`src/rtl/kmsd_pkg.sv`:
```
// Package for the key and mouse sequence decoder: payload types, codes and character constants.
package kmsd_pkg;

    localparam int OUT_NUM_W = 16;

    localparam logic [2:0] EV_CHAR  = 3'd0;
    localparam logic [2:0] EV_FKEY  = 3'd1;
    localparam logic [2:0] EV_CLICK = 3'd2;
    localparam logic [2:0] EV_DRAG  = 3'd3;
    localparam logic [2:0] EV_ALERT = 3'd4;

    localparam logic [7:0] CH_SEMI   = 8'h3B;
    localparam logic [7:0] CH_M      = 8'h6D;
    localparam logic [7:0] CH_P      = 8'h70;
    localparam logic [7:0] CH_UP_H   = 8'h48;
    localparam logic [7:0] CH_UP_L   = 8'h4C;
    localparam logic [7:0] CH_J      = 8'h6A;
    localparam logic [7:0] CH_K      = 8'h6B;
    localparam logic [7:0] CH_BS     = 8'h08;
    localparam logic [7:0] CH_SPACE  = 8'h20;
    localparam logic [7:0] CH_CTRL_Z = 8'h1A;
    localparam logic [7:0] CH_CTRL_B = 8'h02;
    localparam logic [7:0] CH_CTRL_F = 8'h06;
    localparam logic [7:0] CH_0      = 8'h30;
    localparam logic [7:0] CH_9      = 8'h39;
    localparam logic [7:0] CH_LO_A   = 8'h61;
    localparam logic [7:0] CH_LO_F   = 8'h66;
    localparam logic [7:0] CH_UP_A   = 8'h41;
    localparam logic [7:0] CH_UP_F   = 8'h46;

    localparam logic [7:0] PREFIX_RESET = 8'h12;

    typedef struct packed {
        logic [7:0] in_byte;
        logic       normal_mode;
    } t_in_item;

    typedef struct packed {
        logic [2:0]           event_kind;
        logic [7:0]           key_code;
        logic [OUT_NUM_W-1:0] first_num;
        logic [OUT_NUM_W-1:0] second_num;
        logic [OUT_NUM_W-1:0] third_num;
        logic [OUT_NUM_W-1:0] fourth_num;
    } t_out_item;

    // Classified byte passed from the front to the back.
    typedef struct packed {
        logic [7:0] code;
        logic       normal;
        logic       is_prefix;
        logic       is_fkey;
        logic       is_drag_start;
        logic       is_click_start;
        logic       is_semi;
        logic       is_hex;
        logic [3:0] hex_val;
        logic       is_ctrl_z;
    } t_token;

    typedef struct packed {
        logic full;
        logic empty;
    } t_q_status;

endpackage

```
`src/rtl/key_mouse_sequence_decoder_core.sv`:
```
// Top level of the key and mouse control-sequence decoder.
//
//  channel   direction  handshake               payload
//  input     in         i_valid / o_stall       i_data (t_in_item)
//  result    out        o_valid / i_stall       o_data (t_out_item)
//  config    in         i_cfg_valid/o_cfg_ready i_cfg_data (prefix byte)
//
// One byte per cycle sustained while the token queue is not full; each byte is first
// written into a queue entry, then the parser updates the result register from it.
// The parser handles one queued token per cycle while the result register is free; the queue decouples input stalls.
// Reset is synchronous; prefix returns to control-R, parser to idle, queue empty.
// o_stall rises only when the token queue is full.
module key_mouse_sequence_decoder_core
    import kmsd_pkg::*;
#(
    parameter int NUM_WIDTH   = 16,
    parameter int QUEUE_DEPTH = 4
) (
    input  logic       i_clk,
    input  logic       i_rst_n,
    input  logic       i_valid,
    output logic       o_stall,
    input  t_in_item   i_data,
    output logic       o_valid,
    input  logic       i_stall,
    output t_out_item  o_data,
    input  logic       i_cfg_valid,
    output logic       o_cfg_ready,
    input  logic [7:0] i_cfg_data
);

    t_token    token_in;
    t_token    token_out;
    t_q_status q_status;
    logic      push;
    logic      pop;

    assign o_cfg_ready = 1'b1;
    assign o_stall     = q_status.full;
    assign push        = i_valid && !q_status.full;

    kmsd_front u_front (
        .i_clk       (i_clk),
        .i_rst_n     (i_rst_n),
        .i_cfg_valid (i_cfg_valid && o_cfg_ready),
        .i_cfg_data  (i_cfg_data),
        .i_item      (i_data),
        .o_token     (token_in)
    );

    kmsd_queue #(
        .DEPTH (QUEUE_DEPTH)
    ) u_queue (
        .i_clk    (i_clk),
        .i_rst_n  (i_rst_n),
        .i_push   (push),
        .i_data   (token_in),
        .i_pop    (pop),
        .o_data   (token_out),
        .o_status (q_status)
    );

    kmsd_back #(
        .NUM_WIDTH (NUM_WIDTH)
    ) u_back (
        .i_clk      (i_clk),
        .i_rst_n    (i_rst_n),
        .i_token    (token_out),
        .i_q_status (q_status),
        .o_pop      (pop),
        .o_valid    (o_valid),
        .i_stall    (i_stall),
        .o_data     (o_data)
    );

    a_no_pop_empty: assert property (@(posedge i_clk) disable iff (!i_rst_n)
        pop |-> !q_status.empty)
        else $error("pop from empty queue");

    a_plain_no_nums: assert property (@(posedge i_clk) disable iff (!i_rst_n)
        o_valid && (o_data.event_kind == EV_CHAR || o_data.event_kind == EV_FKEY ||
                    o_data.event_kind == EV_ALERT)
        |-> o_data.first_num == '0 && o_data.second_num == '0 &&
            o_data.third_num == '0 && o_data.fourth_num == '0)
        else $error("numbers set on key result");

    a_mouse_no_code: assert property (@(posedge i_clk) disable iff (!i_rst_n)
        o_valid && (o_data.event_kind == EV_CLICK || o_data.event_kind == EV_ALERT)
        |-> o_data.key_code == '0 && o_data.third_num == '0)
        else $error("stray fields on click or alert");

    a_full_no_push: assert property (@(posedge i_clk) disable iff (!i_rst_n)
        q_status.full && !pop |=> q_status.full)
        else $error("queue lost an entry");

endmodule

```
`src/rtl/kmsd_front.sv`:
```
// Front end: prefix register and byte classification.
module kmsd_front
    import kmsd_pkg::*;
(
    input  logic     i_clk,
    input  logic     i_rst_n,
    input  logic     i_cfg_valid,
    input  logic [7:0] i_cfg_data,
    input  t_in_item i_item,
    output t_token   o_token
);

    logic [7:0] r_prefix;
    logic [7:0] c;
    logic       dec_digit;
    logic       lo_hex;
    logic       up_hex;

    always_ff @(posedge i_clk) begin
        if (!i_rst_n) begin
            r_prefix <= PREFIX_RESET;
        end else if (i_cfg_valid) begin
            r_prefix <= i_cfg_data;
        end
    end

    assign c         = i_item.in_byte;
    assign dec_digit = (c >= CH_0) && (c <= CH_9);
    assign lo_hex    = (c >= CH_LO_A) && (c <= CH_LO_F);
    assign up_hex    = (c >= CH_UP_A) && (c <= CH_UP_F);

    always_comb begin
        o_token.code           = c;
        o_token.normal         = i_item.normal_mode;
        o_token.is_prefix      = (c == r_prefix);
        o_token.is_fkey        = (c == CH_CTRL_B) || (c == CH_CTRL_F) || (c == CH_UP_H) ||
                                 (c == CH_UP_L) || (c == CH_BS) || (c == CH_SPACE) ||
                                 (c == CH_J) || (c == CH_K);
        o_token.is_drag_start  = (c == CH_M);
        o_token.is_click_start = (c == CH_P);
        o_token.is_semi        = (c == CH_SEMI);
        o_token.is_hex         = dec_digit || lo_hex || up_hex;
        o_token.hex_val        = dec_digit ? c[3:0] : (c[3:0] + 4'd9);
        o_token.is_ctrl_z      = (c == CH_CTRL_Z);
    end

endmodule

```
`src/rtl/kmsd_queue.sv`:
```
// Small token queue between the front and the back.
module kmsd_queue
    import kmsd_pkg::*;
#(
    parameter int DEPTH = 4
) (
    input  logic      i_clk,
    input  logic      i_rst_n,
    input  logic      i_push,
    input  t_token    i_data,
    input  logic      i_pop,
    output t_token    o_data,
    output t_q_status o_status
);

    localparam int PTR_W = $clog2(DEPTH);
    localparam int CNT_W = PTR_W + 1;

    t_token             r_mem [DEPTH];
    logic [PTR_W-1:0]   r_wr_ptr;
    logic [PTR_W-1:0]   r_rd_ptr;
    logic [CNT_W-1:0]   r_count;

    always_ff @(posedge i_clk) begin
        if (i_push) begin
            r_mem[r_wr_ptr] <= i_data;
        end
    end

    always_ff @(posedge i_clk) begin
        if (!i_rst_n) begin
            r_wr_ptr <= '0;
            r_rd_ptr <= '0;
            r_count  <= '0;
        end else begin
            if (i_push) begin
                r_wr_ptr <= r_wr_ptr + PTR_W'(1);
            end
            if (i_pop) begin
                r_rd_ptr <= r_rd_ptr + PTR_W'(1);
            end
            if (i_push && !i_pop) begin
                r_count <= r_count + CNT_W'(1);
            end else if (i_pop && !i_push) begin
                r_count <= r_count - CNT_W'(1);
            end
        end
    end

    assign o_data         = r_mem[r_rd_ptr];
    assign o_status.full  = (r_count == CNT_W'(DEPTH));
    assign o_status.empty = (r_count == '0);

endmodule

```
`src/rtl/kmsd_back.sv`:
```
// Back end: sequence parser and registered result stage.
module kmsd_back
    import kmsd_pkg::*;
#(
    parameter int NUM_WIDTH = 16
) (
    input  logic      i_clk,
    input  logic      i_rst_n,
    input  t_token    i_token,
    input  t_q_status i_q_status,
    output logic      o_pop,
    output logic      o_valid,
    input  logic      i_stall,
    output t_out_item o_data
);

    typedef enum logic [1:0] {
        PH_IDLE,
        PH_PREFIX,
        PH_NUMS
    } t_phase;

    typedef logic [NUM_WIDTH-1:0] t_num;

    t_phase    r_phase, n_phase;
    logic      r_drag, n_drag;
    logic [1:0] r_idx, n_idx;
    t_num      r_acc, n_acc;
    t_num      r_saved [3];
    logic      r_out_valid, n_out_valid;
    t_out_item r_out, n_out;
    logic      out_free;
    logic      save_en;
    t_out_item blank;

    assign out_free = !r_out_valid || !i_stall;
    assign o_pop    = !i_q_status.empty && out_free;

    always_comb begin
        blank = '0;
        n_phase     = r_phase;
        n_drag      = r_drag;
        n_idx       = r_idx;
        n_acc       = r_acc;
        n_out       = r_out;
        n_out_valid = r_out_valid && !out_free;
        save_en     = 1'b0;
        if (o_pop) begin
            case (r_phase)
                PH_PREFIX: begin
                    n_phase = PH_IDLE;
                    if (i_token.is_prefix) begin
                        n_out_valid    = 1'b1;
                        n_out          = blank;
                        n_out.key_code = i_token.code;
                    end else if (i_token.is_fkey) begin
                        n_out_valid = 1'b1;
                        n_out       = blank;
                        if (i_token.normal) begin
                            n_out.event_kind = EV_FKEY;
                            n_out.key_code   = i_token.code;
                        end else begin
                            n_out.event_kind = EV_ALERT;
                        end
                    end else if (i_token.is_drag_start || i_token.is_click_start) begin
                        n_phase = PH_NUMS;
                        n_drag  = i_token.is_drag_start;
                        n_idx   = 2'd0;
                        n_acc   = '0;
                    end
                end
                PH_NUMS: begin
                    if (i_token.is_semi) begin
                        if (r_idx >= (r_drag ? 2'd3 : 2'd1)) begin
                            n_phase = PH_IDLE;
                            n_idx   = 2'd0;
                            n_acc   = '0;
                            if (i_token.normal) begin
                                n_out_valid      = 1'b1;
                                n_out            = blank;
                                n_out.first_num  = OUT_NUM_W'(r_saved[0]);
                                if (r_drag) begin
                                    n_out.event_kind = EV_DRAG;
                                    n_out.second_num = OUT_NUM_W'(r_saved[1]);
                                    n_out.third_num  = OUT_NUM_W'(r_saved[2]);
                                    n_out.fourth_num = OUT_NUM_W'(r_acc);
                                end else begin
                                    n_out.event_kind = EV_CLICK;
                                    n_out.second_num = OUT_NUM_W'(r_acc);
                                end
                            end
                        end else begin
                            save_en = 1'b1;
                            n_idx   = r_idx + 2'd1;
                            n_acc   = '0;
                        end
                    end else if (i_token.is_hex) begin
                        n_acc = {r_acc[NUM_WIDTH-5:0], i_token.hex_val};
                    end else begin
                        n_phase = PH_IDLE;
                        n_idx   = 2'd0;
                        n_acc   = '0;
                    end
                end
                default: begin
                    n_phase = PH_IDLE;
                    if (i_token.is_prefix) begin
                        n_phase = PH_PREFIX;
                    end else begin
                        n_out_valid = 1'b1;
                        n_out       = blank;
                        if (i_token.is_ctrl_z && i_token.normal) begin
                            n_out.event_kind = EV_ALERT;
                        end else begin
                            n_out.key_code = i_token.code;
                        end
                    end
                end
            endcase
        end
    end

    always_ff @(posedge i_clk) begin
        if (!i_rst_n) begin
            r_phase     <= PH_IDLE;
            r_drag      <= 1'b0;
            r_idx       <= 2'd0;
            r_acc       <= '0;
            r_out_valid <= 1'b0;
        end else begin
            r_phase     <= n_phase;
            r_drag      <= n_drag;
            r_idx       <= n_idx;
            r_acc       <= n_acc;
            r_out_valid <= n_out_valid;
            r_out       <= n_out;
        end
    end

    always_ff @(posedge i_clk) begin
        if (save_en && (r_idx != 2'd3)) begin
            r_saved[r_idx] <= r_acc;
        end
    end

    assign o_valid = r_out_valid;
    assign o_data  = r_out;

endmodule
```
`config.mk`:
```
export PLATFORM = sky130hd
export DESIGN_NAME = key_mouse_sequence_decoder_core
export DESIGN_NICKNAME = d
export VERILOG_FILES = /design/src/rtl/kmsd_pkg.sv /design/src/rtl/key_mouse_sequence_decoder_core.sv /design/src/rtl/kmsd_front.sv /design/src/rtl/kmsd_queue.sv /design/src/rtl/kmsd_back.sv
export SDC_FILE = /design/constraint.sdc
export NUM_CORES = 1
export LEC_CHECK = 0
export BUFFER_PORTS_ARGS = -buffer_cell sky130_fd_sc_hd__buf_4
export CAP_MARGIN = 0
export CORE_AREA = 10 10 140 142
export CTS_CLUSTER_SIZE = 8
export DETAILED_ROUTE_END_ITERATION = 16
export DIE_AREA = 0 0 150 152
export GPL_TIMING_DRIVEN = 1
export HOLD_SLACK_MARGIN = 0.08
export PLACE_DENSITY = 0.84
export SLEW_MARGIN = 10
export SYNTH_ARGS = -nofsm -noshare
export SYNTH_HDL_FRONTEND = slang
export SYNTH_SLANG_ARGS = --single-unit
```
`constraint.sdc`:
```
create_clock -name i_clk -period 10.2 [get_ports i_clk]
set_clock_uncertainty 0.05 [all_clocks]
set_input_delay 1.02 -clock i_clk [delete_from_list [all_inputs] [get_ports i_clk]]
set_output_delay 1.02 -clock i_clk [all_outputs]
set_load 0.05 [all_outputs]
```
==> results of run 1 <==
-- power by group through the flow --
| stage | clock (mW) | combinational (mW) | sequential [mW] |
|---|---|---|---|
| finish | 1.08 | 0.733 | 1.29 |
| global route | 1.15 | 0.778 | 1.30 |
| CTS | 1.10 | 0.741 | 1.29 |
| detailed placement | 0 | 0.739 | 1.30 |
| global placement | 0 | 0.719 | 1.29 |
| floorplan | 0 | 0.282 | 1.56 |
-- worst register-to-register path, stage by stage (launching register included) --
cell and delay, ns:
dfxtp_1 0.95, inv_1 0.16, ha_1 0.32, a21oi_1 0.09
nor2b_1 0.17, nand2_1 0.11, a221oi_4 0.89, buf_4 0.69
-- routing by layer --
metal / global-route usage, % / routed length (microns)
met5: 0 / 0
met1: 19.1 / 7430
met2: 27.3 / 9520
met4: 6.44 / 515
met3: 4.72 / 1310
-- cells by family after synthesis --
logic type,after synthesis,share of synthesized area (%)
mux,67,9.87
other cells,1,0.0392
compound gates,24,1.98
simple gates,186,10.5
fa+ha+maj,18,2.43
xor+xnor,16,1.46
flops,242,71.9
buf+inv,40,1.87
-- cells in the final DEF, fill, tap and decap left out, types with 2 or more instances in the layout --
master	n
edfxtp_1	203
buf_4	101
and2_1	60
nand2_1	49
mux2i_1	46
dfxtp_1	39
clkbuf_16	38
clkbuf_1	26
nor2_1	23
ha_1	17
mux4_2	14
xnor2_1	14
inv_1	13
nor2b_1	12
and3_1	12
nand3_1	8
o21ai_0	8
mux4_1	6
nor3b_1	4
nand2b_1	4
a21oi_1	3
nand4_1	3
nor4_1	2
nor4b_1	2
a31oi_1	2
xor2_1	2
-- registers in the layout, summed over array words and instances (netlist names), 3 cells and up, named ones only --
name              count
u_back.r_acc         16
u_back.r_saved       48
u_front.r_prefix      8
u_queue.r_count       3
u_queue.r_mem        80
u_back.o_data        75
-- final cells by class --
cell class,instances,area (sq um)
tap,225,282
sequential,242,6880
multi-input combinational,312,2530
inverter,14,52.6
clock buffer,64,1050
timing repair buffer,101,758
clock inverter,2,25.0
fill,1107,5370
-- final timing paths --
check | start | end | slack, ns | cells after the start
min reg2reg | u_back.r_saved[2][15] | u_back.o_data[31] | 0.47 | 1
min | u_back.r_saved[2][15] | u_back.o_data[31] | 0.47 | 1
max | u_back.r_drag | u_back.o_data[47] | 6.37 | 7
max reg2reg | u_back.r_drag | u_back.o_data[47] | 6.37 | 7
==> flow_summary.toml, run 1 <==
[power]
power_density_nw_per_um2 = 268
p_int_mw = 2.16
p_seq_share_pct = 41.4
switching_power_mw = 0.945
power_mw = 3.10
ir_worst_vdd_mv = 0.150
pwr-share-comb_pct = 23.6
p_leak_nw = 4.05
clkPwrFrac_pct = 34.9
p_sw_share_pct = 30.5

[synthesis]
synth_top_cell_area_share_pct = 63.7
synth_area_leaders = "edfxtp_1 64%, dfxtp_1 8.2%, mux2i_1 4.8%, and2_1 3.9%, mux4_2 3.3%"
synth_async_sr_flop_share_pct = 0
syn_nets = 634
synth_area_sq_um = 9570
ys_seq_area_share_pct = 71.9
synth.most_common_cell = "edfxtp_1"
ys_warn_count = 0
synth_seq_cells = 242
synth_ff_type = "edfxtp_1"
synthDistinctLibCells = 51
synth_top_area_cell = "edfxtp_1"
synth_edf_count = 203
synth_common_cells = "203 x edfxtp_1, 60 x and2_1, 49 x nand2_1, 46 x mux2i_1, 39 x dfxtp_1"
syn_inst = 594
avgSynthCellArea_sq_um = 16.1

[floorplan]
rows = 48
dieArea_sq_um = 22800
dieWidth_microns = 150
core_area_sq_um = 16900
die_y_microns = 152
ios = 100
start_util_pct = 56.5

[hold_path]
hold_path_class = "reg2reg"

[global_route]
grt_antenna_before_repair = 0
grt_max_degree = 58
grt_pass1_wl_mm = 29.5
first_global_vias = 5503
grtUsageTotal_pct = 16.2
overflow = 0

[placed_design]
gp_congestion = 0.795
io_buffers = 98
place_inst = 894
dpl.hpwl_mm = 12.4
placed_area_sq_um = 10500
dp_slack_ns = 6.36

[finish]
fin_cells = 960
final_nets = 747
drive_above_1_share_pct = 22.4
final_cell_area_sq_um = 11600
diodes = 0
syn_to_final_growth_pct = 21.0
fin_util_pct = 68.3

[cts]
cts_hold_buffers = 0
clock_path_buffers = 3
clk_pin_slew_ns = 0.05
worst_skew_pair.late_latency_ns = 0.50
cts_resized = 0
cts_sinks = 242
htree_levels = 2
cts_made_buffers = 36
cts-root-buf = "clkbuf_16"
post_cts_buffers = 0
cts_tree = "done"

[outcome]
status = "finished clean"

[sta]
fmax_ghz = 0.261
holdWs_ns = 0.465
hold_violations = 0
rsz0062_at_grt = "no"
slew_violations = 0
fin_ws_ns = 6.37
worst_pin_slew_ns = 1.08
relSlewSlack_pct = 28.0
setup_viol = 0
min_period_ns = 3.83
fin_tns_setup_ns = 0
finalCritPeriodShare_pct = 37.6

[worst_setup_path]
end_kind = "flop"
cp.buffers_inverters = 2
arrival_ns = 3.90
slowest_delay_ns = 0.95
slowest_stage = "dfxtp_1"
path_cells = "inv_1 > ha_1 > a21oi_1 > nor2b_1 > nand2_1 > a221oi_4 > buf_4"
start_kind = "flop"
critPathKind = "reg2reg"
crit_required_ns = 10.27
cpLargestDelayFamily = "compound AO/OA/AOI/OAI gates"
cp_max_fo = 57

[drt]
drc = 0
antenna_left = 0
via_per_inst = 5.45
drtPass1Iterations = 4
drt-total-wl_mm = 18.8
drt_iter0_markers = 284
wire_per_inst_microns = 19.6
via_count = 5234

[run]
cap_viol_max_count = 0
No activity file was read; power rests on OpenSTA's default activity.
==> run 2, diff against run 1 <==
Clock period 10.2 ns to 3.8 ns, I/O delays scaled along.
==> run 2 against run 1 <==
Compared with the run above: fmax increased by 38%; sequential share of layout area decreased by 0.38 points; first-iteration DRC count decreased by 13%; non-clock buffer count increased by 9; combinational power rose to 2.7 times the previous value; worst hold slack lost 0.36 ns.
==> flow_summary.toml, run 2 (same netlist as run 1, synthesis figures left out) <==
[finish]
largest_reg_flops = 80
largest_register = "u_queue.r_mem"
final_nets = 756
final_cell_area_sq_um = 11600
diodes = 0
final_common_cell = "edfxtp_1"
fillers = 1079
syn_to_final_growth_pct = 21.7
final_cell_mix = "203 x edfxtp_1, 103 x buf_4, 60 x and2_1"
fin_cells = 969
drive_above_1_share_pct = 22.6
fin_util_pct = 68.8

[global_route]
overflow = 0
first_global_vias = 5441
grt_max_degree = 71
grt_pass1_wl_mm = 28.2
grtUsageTotal_pct = 15.3
grt_antenna_before_repair = 0

[cts]
clk_pin_slew_ns = 0.05
cts-root-buf = "clkbuf_16"
clock_path_buffers = 3
cts_tree = "done"
cts_sinks = 242
htree_levels = 2
cts_made_buffers = 36
worst_skew_pair.late_latency_ns = 0.51
cts_resized = 0

[worst_setup_path]
cp_max_fo = 70
critPathKind = "reg2reg"
path_cells = "mux4_2 > nand2_1 > nand3_1 > a221oi_4 > buf_12"
rr_worst_depth = 5
slowest_stage = "mux4_2"
end_kind = "flop"
slowest_delay_ns = 0.66
crit_required_ns = 3.90
r2r-end = "u_back.o_data[66]"
arrival_ns = 2.88
ff2ff_setup_slack_ns = 1.02
start_kind = "flop"

[sta]
fin_tns_setup_ns = 0
finalCritPeriodShare_pct = 73.0
fmax_ghz = 0.360
slew_violations = 0
hold_violations = 0
setup_viol = 0
fin_ws_ns = 1.02
rsz0062_at_grt = "no"
worst_pin_slew_ns = 1.06
min_period_ns = 2.78
holdWs_ns = 0.102
relSlewSlack_pct = 29.3

[power]
p_leak_nw = 4.09
power_density_nw_per_um2 = 710
power_mw = 8.27
ir_worst_vdd_mv = 0.402

[floorplan]
rows = 48
dieArea_sq_um = 22800
core_area_sq_um = 16900
die_y_microns = 152
start_util_pct = 56.5
ios = 100
dieWidth_microns = 150

[placed_design]
gp_congestion = 0.830
dpl.hpwl_mm = 11.9
io_buffers = 98
placed_area_sq_um = 10500
dp_slack_ns = 1.01
place_inst = 897

[drt]
drt-total-wl_mm = 17.7
via_count = 5153
drc = 0
antenna_left = 0
via_per_inst = 5.32
drt_iter0_markers = 248
wire_per_inst_microns = 18.3
drtPass1Iterations = 5

[hold_path]
min_from = "i_cfg_data[7]"
hold_path_class = "in2reg"
hold_depth = 3
holdPathEnd = "u_front.r_prefix[7]"

[outcome]
status = "finished clean"

[run]
cap_viol_max_count = 0
## run 2: cell types whose count changed in the layout (fill, tap and decap cells not counted), sizes merged
| cell | before | now |
|---|---|---|
| clkbuf | 64 | 62 |
| inv | 13 | 15 |
| buf | 101 | 104 |
| dlygate4sd3 | 0 | 6 |
## run 2: worst max-delay path: cells and delay by family, from the launching register on
kind	cells	cell delay [ns]
buf+inv	1	0.35
flops	1	0.62
compound gates	1	0.42
mux	1	0.66
simple gates	2	0.25
## run 2: worst max path at each step
| stage | startpoint | end | slack [ns] |
|---|---|---|---|
| after CTS | u_back.r_phase[0] | u_back.r_saved[2][0] | 0.99 |
| final | flop | u_back.o_data[66] | 1.02 |
| after detailed placement | u_back.r_phase[0] | u_back.r_saved[2][11] | 1.01 |
| after global placement | flop | u_back.o_data[68] | 1.15 |
| after global routing | u_back.r_phase[0] | u_back.r_saved[0][3] | 0.75 |
| after floorplan | u_back.r_drag | u_back.o_data[0] | 0.07 |
## run 2: layer usage
layer | GRT usage (%) | routed length (microns) | vias up
met5 | 0 | 0 | -
met4 | 6.25 | 483 | 0
met3 | 4.63 | 1260 | 37
met2 | 25.9 | 8910 | 188
met1 | 17.8 | 7050 | 2487
li1 | - | - | 2441
## run 2: cell type report
class                      instances  area, sq um  share of cell area (%)
tap                              225          282                    2.42
multi-input combinational        312         2530                    21.7
inverter                          14         52.6                   0.451
timing repair buffer             110          853                    7.33
sequential                       242         6880                    59.1
clock inverter                     4         53.8                   0.462
clock buffer                      62          998                    8.57
## run 2: repair_timing
item | in CTS | in global routing
hold buffers | 6 | 0
endpoints found under the hold margin | 12 | 0
buffers inserted | 0 | 0
## run 2: where the power goes
group | internal [mW] | leakage (nW) | switching (mW)
Sequential | 3.29 | 2.17 | 0.137
Combinational | 0.652 | 1.42 | 1.33
Clock | 1.79 | 0.500 | 1.06
==> run 3, diff against run 2 <==
Clock period 3.8 ns to 2.74 ns, I/O delays scaled along.
==> run 3 against run 2 <==
Compared with the run above: sequential share of layout area decreased by 1.0 points; count of clock-buffer cells in the layout grew 1; worst setup slack got worse by 0.87 ns; design area rose by 1.8%; fmax is 7.4% higher; clock power rose by 40%; core utilization increased by 1.2 points; critical path depth is the same; total power is 40% higher; worst hold slack improved by 0.0068 ns; largest power group unchanged.
==> flow_summary.toml, run 3 (same netlist as run 1, synthesis figures left out) <==
[worst_setup_path]
path_cells = "ha_1 > a21oi_1 > and3_1 > nor3b_1 > and2_1"
cp.buffers_inverters = 0
arrival_ns = 2.66
critPathKind = "reg2reg"
crit_required_ns = 2.82
end_kind = "flop"
slowest_stage = "and2_1"
cpLargestDelayFamily = "simple AND/OR/NAND/NOR gates"
cp_max_fo = 16
start_kind = "flop"
ff2ff_setup_slack_ns = 0.16
slowest_delay_ns = 0.67

[finish]
final_common_cell = "edfxtp_1"
drive_above_1_share_pct = 23.4
final_cell_mix = "203 x edfxtp_1, 111 x buf_4, 60 x and2_1"
largest_register = "u_queue.r_mem"
largest_reg_flops = 80
fillers = 1059
diodes = 0
final_nets = 778
syn_to_final_growth_pct = 23.9

[sta]
fin_ws_ns = 0.155
fin_tns_setup_ns = 0
fmax_ghz = 0.387
hold_violations = 0
finalCritPeriodShare_pct = 94.3
rsz0062_at_grt = "no"
min_period_ns = 2.58
worst_pin_slew_ns = 0.811
setup_viol = 0
slew_violations = 0
relSlewSlack_pct = 45.4

[global_route]
grt_pass1_wl_mm = 30.2
grt_max_degree = 61
overflow = 0
first_global_vias = 5740
grtUsageTotal_pct = 16.6
grt_antenna_before_repair = 0

[cts]
cts_resized = 0
cts-root-buf = "clkbuf_16"
cts_made_buffers = 36
clock_path_buffers = 3
cts_tree = "done"
worst_skew_pair.late_latency_ns = 0.50
htree_levels = 2
clk_pin_slew_ns = 0.05
cts_sinks = 242

[power]
power_density_nw_per_um2 = 976
p_seq_share_pct = 41.0
switching_power_mw = 3.54
ir_worst_vdd_mv = 0.631
p_leak_nw = 4.19
p_int_mw = 8.03
pwr-share-comb_pct = 24.5
p_sw_share_pct = 30.6
clkPwrFrac_pct = 34.4

[placed_design]
dp_slack_ns = 0.196
gp_congestion = 0.862
io_buffers = 98
dpl.hpwl_mm = 12.5

[floorplan]
core_area_sq_um = 16900
rows = 48
ios = 100
dieWidth_microns = 150
start_util_pct = 56.5
dieArea_sq_um = 22800
die_y_microns = 152

[drt]
via_count = 5312
via_per_inst = 5.36
antenna_left = 0
drtPass1Iterations = 5
wire_per_inst_microns = 19.1
drt-total-wl_mm = 19.0
drt_iter0_markers = 320
drc = 0

[run]
cap_viol_max_count = 0

[hold_path]
hold_path_class = "in2reg"

[outcome]
status = "finished clean"
run 3: cell count changes in the layout (fill, tap and decap cells not counted), sizes merged:
cell / delta
buf: +8
clkinv: -1
clkbuf: +1
dlygate4sd3: +14
run 3: final timing paths:
path | startpoint | endpoint | cells past startpoint
hold / removal | i_rst_n | u_front.r_prefix[1] | 2
hold reg to reg | u_back.r_phase[0] | u_back.r_phase[0] | 2
setup reg to reg | u_back.r_idx[1] | u_back.r_saved[0][9] | 5
setup / recovery | u_back.r_idx[1] | u_back.r_saved[0][9] | 5
run 3: routing by layer:
| metal | vias to the layer above | wire length, microns | global-route usage, % | share of wire (%) |
|---|---|---|---|---|
| li1 | 2484 | - | - | - |
| met1 | 2588 | 7330 | 18.9 | 39 |
| met2 | 197 | 9680 | 28.5 | 51 |
| met3 | 43 | 1410 | 5.29 | 7.4 |
| met4 | 0 | 535 | 6.30 | 2.8 |
| met5 | - | 0 | 0 | 0 |
run 3: power groups by stage:
| stage | clock network (mW) | logic [mW] | registers (mW) |
|---|---|---|---|
| 2_1_floorplan | 0 | 1.07 | 5.75 |
| 3_3_place_gp | 0 | 2.78 | 4.79 |
| 3_5_place_dp | 0 | 2.84 | 4.81 |
| 4_1_cts | 4.06 | 2.88 | 4.75 |
| 5_1_grt | 4.24 | 3.01 | 4.79 |
| 6_report | 3.98 | 2.84 | 4.74 |
run 3: layout make-up:
class / count / area (sq um) / share of cell area (%)
inverters: 14 / 52.6 / 0.443
clock buffers: 63 / 1020 / 8.63
flip-flops and latches: 242 / 6880 / 58.0
repair buffers: 132 / 1050 / 8.89
clock inverters: 3 / 26.3 / 0.222
multi-input cells: 312 / 2540 / 21.4
well taps: 225 / 282 / 2.37
run 3: repair_timing:
item | CTS | global route
hold buffers | 20 | 0
setup buffers | 0 | 0
endpoints found under the hold margin | 45 | 0
run 3: worst reg2reg max path, cell delays in order, from the launching register on:
cell and delay, ns:
dfxtp_1 0.41, ha_1 0.27, a21oi_1 0.24, and3_1 0.24
nor3b_1 0.33, and2_1 0.67
run 3: per-stage QoR:
stage	utilization (%)	hold slack [ns]	instances	power, mW	area (sq um)
6_report	70.0	0.108	991	11.6	11900
3_5_place_dp	62.6	0.435	905	7.65	10600
5_1_grt	70.0	0.123	991	12.0	11900
2_1_floorplan	-	0.323	594	6.82	9600
3_3_place_gp	62.6	0.415	905	7.57	10600
4_1_cts	70.0	0.0888	991	11.7	11900
